## config.mk

```make
export PLATFORM = sky130hd
export DESIGN_NAME = first_fit_block_allocator_unit
export DESIGN_NICKNAME = d
export VERILOG_FILES = /design/src/design/ffa_pkg.sv /design/src/design/ffa_seg_ram.sv /design/src/design/ffa_ctrl.sv /design/src/design/first_fit_block_allocator_unit.sv
export SDC_FILE = /design/constraint.sdc
export NUM_CORES = 2
export LEC_CHECK = 0
export BUFFER_PORTS_ARGS = -buffer_cell sky130_fd_sc_hd__clkbuf_2
export CAP_MARGIN = 20
export CORE_MARGIN = 1
export CORE_UTILIZATION = 55
export CTS_CLUSTER_DIAMETER = 200
export CTS_CLUSTER_SIZE = 40
export DETAILED_ROUTE_END_ITERATION = 10
export PLACE_DENSITY = 0.73
export SLEW_MARGIN = 0
export SYNTH_ARGS = -nofsm -noshare
export SYNTH_HDL_FRONTEND = slang
export SYNTH_SLANG_ARGS = --single-unit
```

## constraint.sdc

```tcl
create_clock -name clk -period 6.9 [get_ports clk]
set_input_delay 1.035 -clock clk [delete_from_list [all_inputs] [get_ports clk]]
set_output_delay 1.035 -clock clk [all_outputs]
set_load 0.02 [all_outputs]
```

## src/design/ffa_pkg.sv

```systemverilog
// package for the first-fit block allocator
// sizes, segment entry layout, memory request bundle and controller states
// no dependencies
package ffa_pkg;

	localparam int ARENA_BYTES  = 4096;
	localparam int HEADER_BYTES = 24;
	localparam int MAX_SEGMENTS = 64;

	localparam int OFF_W  = 12;
	localparam int SLOT_W = $clog2(MAX_SEGMENTS);
	localparam int POS_W  = $clog2(ARENA_BYTES + HEADER_BYTES + (1 << OFF_W));

	localparam logic [1:0] ST_OK         = 2'd0;
	localparam logic [1:0] ST_NO_SPACE   = 2'd1;
	localparam logic [1:0] ST_BAD_OFFSET = 2'd2;

	localparam logic ACT_ALLOC = 1'b0;

	typedef struct packed {
		logic [POS_W-1:0]  start;
		logic [POS_W-1:0]  size;
		logic              free;
		logic              has_next;
		logic [SLOT_W-1:0] next;
	} seg_entry_t;

	typedef struct packed {
		logic              we;
		logic [SLOT_W-1:0] waddr;
		seg_entry_t        wdata;
		logic [SLOT_W-1:0] raddr;
	} seg_req_t;

	typedef enum logic [3:0] {
		S_IDLE,
		S_WALK,
		S_SCAN,
		S_SPLIT_NEW,
		S_SPLIT_OLD,
		S_C_START,
		S_C_FIRST,
		S_C_NEXT,
		S_DONE
	} ctrl_state_t;

	localparam seg_entry_t ENTRY0_RESET = '{
		start:    '0,
		size:     POS_W'(ARENA_BYTES - HEADER_BYTES),
		free:     1'b1,
		has_next: 1'b0,
		next:     '0
	};

endpackage

```

## src/design/ffa_seg_ram.sv

```systemverilog
// segment table memory: one write port, one read port, registered read data
// depends on ffa_pkg
module ffa_seg_ram (
	input  logic              clk,
	input  ffa_pkg::seg_req_t req,
	output ffa_pkg::seg_entry_t rdata
);
	import ffa_pkg::*;

	seg_entry_t mem [MAX_SEGMENTS];

	always_ff @(posedge clk) begin
		if (req.we) begin
			mem[req.waddr] <= req.wdata;
		end
		rdata <= mem[req.raddr];
	end

endmodule

```

## src/design/ffa_ctrl.sv

```systemverilog
// allocator sequencer: chain walk, free slot scan, split, free and merge pass
// depends on ffa_pkg, drives ffa_seg_ram through a seg_req_t bundle
module ffa_ctrl (
	input  logic                      clk,
	input  logic                      arst_n,
	input  logic                      in_valid,
	output logic                      in_ready,
	input  logic                      in_action,
	input  logic [ffa_pkg::OFF_W-1:0] in_request,
	input  logic [ffa_pkg::OFF_W-1:0] in_release,
	output logic                      out_valid,
	input  logic                      out_ready,
	output logic [1:0]                out_status,
	output logic [ffa_pkg::OFF_W-1:0] out_offset,
	output ffa_pkg::seg_req_t         req,
	input  ffa_pkg::seg_entry_t       ram_rdata
);
	import ffa_pkg::*;

	ctrl_state_t       state_q, state_d;
	logic [SLOT_W-1:0] cur_q, scan_q, slot_s_q;
	seg_entry_t        b_q;
	logic              act_q;
	logic [OFF_W-1:0]  n_q, p_q;
	logic [1:0]        res_status_q;
	logic [OFF_W-1:0]  res_off_q;
	logic [MAX_SEGMENTS-1:0] in_use_q;
	logic              init0_q, rd0_q;
	logic              out_valid_q;
	logic [1:0]        out_status_q;
	logic [OFF_W-1:0]  out_off_q;

	seg_entry_t       rdat, merged;
	logic [POS_W-1:0] split_sz, pay_off;
	logic             can_split, can_whole, hit, load_out;

	assign rdat      = (rd0_q && !init0_q) ? ENTRY0_RESET : ram_rdata;
	assign split_sz  = POS_W'(n_q) + POS_W'(HEADER_BYTES);
	assign can_split = rdat.free && (rdat.size > split_sz);
	assign can_whole = rdat.free && (rdat.size >= POS_W'(n_q));
	assign pay_off   = rdat.start + POS_W'(HEADER_BYTES);
	assign hit       = (pay_off == POS_W'(p_q));
	assign load_out  = (state_q == S_DONE) && (!out_valid_q || out_ready);

	always_comb begin
		merged          = b_q;
		merged.size     = b_q.size + rdat.size + POS_W'(HEADER_BYTES);
		merged.has_next = rdat.has_next;
		merged.next     = rdat.next;
	end

	assign in_ready   = (state_q == S_IDLE);
	assign out_valid  = out_valid_q;
	assign out_status = out_status_q;
	assign out_offset = out_off_q;

	always_ff @(posedge clk or negedge arst_n) begin
		if (!arst_n) begin
			state_q <= S_IDLE;
		end else begin
			state_q <= state_d;
		end
	end

	always_comb begin
		state_d   = state_q;
		req.we    = 1'b0;
		req.waddr = cur_q;
		req.wdata = rdat;
		req.raddr = rdat.next;
		unique case (state_q)
			S_IDLE: begin
				req.raddr = '0;
				if (in_valid) state_d = S_WALK;
			end
			S_WALK: begin
				if (act_q == ACT_ALLOC) begin
					if (can_split) begin
						state_d = S_SCAN;
					end else if (can_whole) begin
						req.we         = 1'b1;
						req.wdata.free = 1'b0;
						state_d        = S_DONE;
					end else if (!rdat.has_next) begin
						state_d = S_DONE;
					end
				end else begin
					if (hit) begin
						req.we         = 1'b1;
						req.wdata.free = 1'b1;
						state_d        = S_C_START;
					end else if (!rdat.has_next) begin
						state_d = S_DONE;
					end
				end
			end
			S_SCAN: begin
				if (!in_use_q[scan_q]) begin
					state_d = S_SPLIT_NEW;
				end else if (scan_q == SLOT_W'(MAX_SEGMENTS - 1)) begin
					req.we         = 1'b1;
					req.wdata      = b_q;
					req.wdata.free = 1'b0;
					state_d        = S_DONE;
				end
			end
			S_SPLIT_NEW: begin
				req.we             = 1'b1;
				req.waddr          = slot_s_q;
				req.wdata.start    = b_q.start + split_sz;
				req.wdata.size     = b_q.size - split_sz;
				req.wdata.free     = 1'b1;
				req.wdata.has_next = b_q.has_next;
				req.wdata.next     = b_q.next;
				state_d            = S_SPLIT_OLD;
			end
			S_SPLIT_OLD: begin
				req.we             = 1'b1;
				req.wdata.start    = b_q.start;
				req.wdata.size     = POS_W'(n_q);
				req.wdata.free     = 1'b0;
				req.wdata.has_next = 1'b1;
				req.wdata.next     = slot_s_q;
				state_d            = S_DONE;
			end
			S_C_START: begin
				req.raddr = '0;
				state_d   = S_C_FIRST;
			end
			S_C_FIRST: begin
				state_d = rdat.has_next ? S_C_NEXT : S_DONE;
			end
			S_C_NEXT: begin
				if (b_q.free && rdat.free) begin
					req.we    = 1'b1;
					req.wdata = merged;
				end
				if (!rdat.has_next) state_d = S_DONE;
			end
			S_DONE: begin
				if (load_out) state_d = S_IDLE;
			end
			default: state_d = S_IDLE;
		endcase
	end

	always_ff @(posedge clk or negedge arst_n) begin
		if (!arst_n) begin
			in_use_q    <= MAX_SEGMENTS'(1);
			init0_q     <= 1'b0;
			rd0_q       <= 1'b0;
			out_valid_q <= 1'b0;
		end else begin
			rd0_q <= (req.raddr == '0);
			if (req.we && req.waddr == '0) init0_q <= 1'b1;
			if (state_q == S_SPLIT_NEW) in_use_q[slot_s_q] <= 1'b1;
			if (state_q == S_C_NEXT && b_q.free && rdat.free) in_use_q[b_q.next] <= 1'b0;
			if (load_out) begin
				out_valid_q <= 1'b1;
			end else if (out_ready) begin
				out_valid_q <= 1'b0;
			end
		end
	end

	always_ff @(posedge clk) begin
		if (load_out) begin
			out_status_q <= res_status_q;
			out_off_q    <= res_off_q;
		end
		unique case (state_q)
			S_IDLE: begin
				act_q <= in_action;
				n_q   <= in_request;
				p_q   <= in_release;
				cur_q <= '0;
			end
			S_WALK: begin
				b_q          <= rdat;
				scan_q       <= '0;
				cur_q        <= rdat.next;
				res_status_q <= (act_q == ACT_ALLOC) ? ST_NO_SPACE : ST_BAD_OFFSET;
				res_off_q    <= '0;
				if (act_q == ACT_ALLOC) begin
					if (can_split) begin
						cur_q <= cur_q;
					end else if (can_whole) begin
						res_status_q <= ST_OK;
						res_off_q    <= pay_off[OFF_W-1:0];
					end
				end else if (hit) begin
					res_status_q <= ST_OK;
				end
			end
			S_SCAN: begin
				slot_s_q     <= scan_q;
				scan_q       <= scan_q + SLOT_W'(1);
				res_status_q <= ST_OK;
				res_off_q    <= OFF_W'(b_q.start + POS_W'(HEADER_BYTES));
			end
			S_C_START: begin
				cur_q <= '0;
			end
			S_C_FIRST: begin
				b_q <= rdat;
			end
			S_C_NEXT: begin
				if (b_q.free && rdat.free) begin
					b_q <= merged;
				end else begin
					cur_q <= b_q.next;
					b_q   <= rdat;
				end
			end
			default: begin
			end
		endcase
	end

endmodule

```

## src/design/first_fit_block_allocator_unit.sv

```systemverilog
// channel   dir  signals                     contents
// request   in   s_tvalid s_tready s_tdata   tuser action, tdata request/release
// result    out  m_tvalid m_tready m_tdata   tdata status, payload offset
//
// one item at a time; an alloc walks the chain, and on a split also scans up to
// 64 slots for a free one and writes two entries; a free walks the chain to
// its block and then makes a merge pass over the whole chain
// the segment table memory (one read, one write port) paces the walk, one entry per cycle
// reset clears control state; slot 0 reads as the whole free arena until written
// the result register holds while m_tready is low; s_tready is high only when idle
// depends on ffa_pkg, ffa_ctrl, ffa_seg_ram
module first_fit_block_allocator_unit (
	input  logic        clk,
	input  logic        arst_n,
	input  logic        s_tvalid,
	output logic        s_tready,
	input  logic [23:0] s_tdata,  // request_bytes[11:0], release_offset[23:12]
	input  logic        s_tuser,  // action
	output logic        m_tvalid,
	input  logic        m_tready,
	output logic [15:0] m_tdata   // status[1:0], payload_offset[13:2], zero[15:14]
);
	import ffa_pkg::*;

	seg_req_t         req;
	seg_entry_t       ram_rdata;
	logic [1:0]       status;
	logic [OFF_W-1:0] offset;

	ffa_ctrl u_ctrl (
		.clk        (clk),
		.arst_n     (arst_n),
		.in_valid   (s_tvalid),
		.in_ready   (s_tready),
		.in_action  (s_tuser),
		.in_request (s_tdata[11:0]),
		.in_release (s_tdata[23:12]),
		.out_valid  (m_tvalid),
		.out_ready  (m_tready),
		.out_status (status),
		.out_offset (offset),
		.req        (req),
		.ram_rdata  (ram_rdata)
	);

	ffa_seg_ram u_ram (
		.clk   (clk),
		.req   (req),
		.rdata (ram_rdata)
	);

	assign m_tdata = {2'b00, offset, status};

endmodule

```

==> results.yml <==
outcome:
  status: "finished, violations left"
  violations: "design-rule violations"
worst_setup_path:
  worst-endpoint-arrival_ns: 6.14
  critPathMaxFanout: 19
  crit_chain: "nand2b_2 > nand2_1 > ha_1 > nand3b_1 > nor4b_1 > xor2_1 > nand2_1 > xnor2_1 > nand4b_1 > a21oi_4 > buf_4 > o211ai_4 > nor2_4 > buf_4"
  slowest_delay_ns: 0.58
  worstPathRequired_ns: 7.37
  critPathBufInv: 2
  rr_worst_depth: 14
  reg2reg_to: "u_ram.mem[57][3]$_DFFE_PP_"
  critPathKind: "register to register"
  reg2reg_from: "u_ctrl.init0_q$_DFFE_PN0P_"
  end_kind: "register"
  r2r_setup_slack_ns: 1.23
  startpoint_type: "register"
  cp_slowest_cell: "nand2b_2"
  cpLargestDelayFamily: "simple AND/OR/NAND/NOR gates"
sta:
  fin_crit_ns: 5.665
  grt_setup_unrepaired: "false"
  worst_pin_slew_ns: 1.255
  fin_skew_ns: 0.06630
  hold_viol_final: 0
  relSlewSlack: 0.1592
  timing.fmax_mhz: 176.5
  maxSlewViolCount: 0
  fin_crit_sh: 0.8210
  tns_ns: 0
  setup_viol: 0
synthesis:
  synthAdderAreaFrac: 0.009565
  syn_area_um2: 103900
  async_flop_share: 0.02820
  syn_avg_cell_area_um2: 13.52
  synthDistinctLibCells: 90
  ys_seq_area_frac: 0.7211
  yosys-mux-area-fraction: 0.04998
  yosys_warnings: 0
  synth_top_cells_by_count: "edfxtp_1, nand2_1, nand3_1"
  synth-simple-area-share: 0.1056
  ys_top_cells_by_area: "edfxtp_1, nand2_1, mux2i_1, nand3_1, a21oi_1"
  yosysMostFrequentCell: "edfxtp_1"
  synth_edf_count: 2411
  synth_compound_area_frac: 0.08635
  post-synth-top-area-cell: "edfxtp_1"
  synth_flop_cell: "edfxtp_1"
  ys_seq_elements: 2518
  synthXorXnorAreaFrac: 0.005469
  synth_top_family_by_area: "simple AND/OR/NAND/NOR gates"
  yosysTopAreaCellShare: 0.6971
  syn_inst: 7680
detailed_routing:
  drt_pass1_iterations: 11
  num_vias: 68270
  routed_wl_mm: 321.5
  wl_per_cell_um: 31.71
  drt_drc_violations_left: 2
  drtIter0Drc: 12140
  viasPerCell: 6.733
  final_antenna_net_count: 0
flow_run:
  cap_violations: 0
grt:
  first_global_vias: 63240
  track_usage: 0.3315
  grt_max_degree: 138
  grt_first_pass_wirelength_mm: 455.4
  grt_overflow: 0
  antenna_found_initial: 19
floorplanning:
  row_count: 159
  core-area_um2: 187600
  dieArea_um2: 190600
  fp.dieW_um: 436.6
  die_y_um: 436.6
  ios: 47
  start_util: 0.5536
clocking:
  holdBufCountCts: 0
  post-cts-setup-buffer-count: 0
  clock-sinks: 2518
  cts_tree: "done"
  clk_latency_ns: 0.81
  cts_root_buf: "clkbuf_16"
  cts-resized-gates: 0
  cts_max_level: 3
  cts.clk_slew.worst_paths_ns: 0.16
  cts_buffers: 72
  clockBufferDepth: 3
layout:
  drive_above_1_share: 0.08415
  areaGrowthSynthToFinish_pct: 7.182
  final_nets: 7701
placement:
  dp_hpwl_mm: 199.9
  numPortBuffers: 44
  gp_congestion: 0.9598
worst_hold_path:
  worstHoldPathType: "primary input to asynchronous set/reset pin"
-- worst reg2reg max path: stages, from the launching register on --
cell	delay, ns
dfrtp_1	0.39
nand2b_2	0.58
nand2_1	0.33
ha_1	0.31
nand3b_1	0.37
nor4b_1	0.44
xor2_1	0.20
nand2_1	0.11
xnor2_1	0.16
nand4b_1	0.40
a21oi_4	0.28
buf_4	0.46
o211ai_4	0.33
nor2_4	0.59
buf_4	0.40
-- area by class of cell --
type / count / area [um2]
Inverter: 67 / 264.0
Tap cell: 2495 / 3122
Clock inverter: 5 / 87.58
Sequential cell: 2518 / 74900
Timing Repair Buffer: 350 / 3166
Multi-Input combinational cell: 4587 / 27770
Antenna cell: 4 / 10.01
Fill cell: 14040 / 76280
Clock buffer: 114 / 2002
-- per-stage QoR --
stage	instance area [um2]	instances	hold slack, ns	util	setup slack [ns]
final	111300	10140	0.3878	0.5934	1.235
after global routing	111300	10140	0.4053	0.5933	0.9653
after CTS	111300	10130	0.3722	0.5931	1.268
after detailed placement	109200	10020	0.4045	0.5820	1.306
after global placement	109100	10010	0.4054	0.5815	1.375
after floorplan	103900	7681	0.4003	-	1.114
-- state kept, by name, indices dropped and copies added (netlist names) --
signal	flops
u_ctrl.slot_s_q	6
u_ctrl.scan_q	6
u_ctrl.res_off_q	12
u_ctrl.in_use_q	64
u_ctrl.cur_q	6
u_ctrl.out_offset	12
u_ctrl.out_status	2
u_ctrl.init0_q	1
u_ctrl.state_q	4
u_ctrl.b_q	36
u_ctrl.n_q	12
u_ctrl.res_status_q	2
u_ctrl.act_q	1
u_ram.mem	2304
u_ram.rdata	36
u_ctrl.rd0_q	1
u_ctrl.p_q	12
u_ctrl.out_valid	1
-- logic make-up (layout without fill, tap and decap cells) --
kind of cell               Yosys count  after routing
AOI/OAI and AO/OA                 1395           1395
xor gates and xnor gates            64             64
adders and majority gates           78             78
buffers and inverters              576            536
DFF                               2518           2518
muxes                              494            494
other                                1              6
and+or+nand+nor                   2554           2554
-- layer usage --
| layer | vias up | track usage | share of wire |
|---|---|---|---|
| met5 | - | 0 | 0.00036 |
| met4 | 14 | 0.1634 | 0.057 |
| met3 | 716 | 0.08223 | 0.14 |
| met2 | 5019 | 0.4957 | 0.44 |
| met1 | 33810 | 0.4552 | 0.36 |
| li1 | 28720 | - | - |
-- worst max-delay path by stage --
| stage | slack (ns) | cells past startpoint | endpoint | startpoint |
|---|---|---|---|---|
| global placement | 1.37 | 16 | u_ram.mem[51][6]$_DFFE_PP_ | u_ctrl.n_q[3]$_DFFE_PP_ |
| CTS | 1.27 | 16 | u_ram.mem[57][7]$_DFFE_PP_ | u_ctrl.n_q[3]$_DFFE_PP_ |
| floorplan | 1.11 | 17 | u_ram.mem[0][19]$_DFFE_PP_ | u_ctrl.rd0_q$_DFF_PN0_ |
| global route | 0.97 | 16 | u_ram.mem[57][34]$_DFFE_PP_ | u_ctrl.n_q[3]$_DFFE_PP_ |
| detailed placement | 1.31 | 16 | u_ram.mem[57][26]$_DFFE_PP_ | u_ctrl.n_q[3]$_DFFE_PP_ |
| finish | 1.23 | 14 | u_ram.mem[57][3]$_DFFE_PP_ | u_ctrl.init0_q$_DFFE_PN0P_ |
-- layout by cell type, fill, tap and decap left out, drive strengths merged, types with 37 or more instances in the layout --
cell type  count
a21oi        408
a311oi        60
a31oi        142
and3          83
buf          306
clkbuf       158
dfrtp         70
edfxtp      2411
ha            73
inv           68
mux2          37
mux2i        441
nand2       1521
nand3        640
nor2         175
o21ai        312
o221ai       154
o22ai        107
xnor2         39
Power is not shown: default switching activity piles up to over one toggle a cycle in this logic, so the estimate is an artifact.
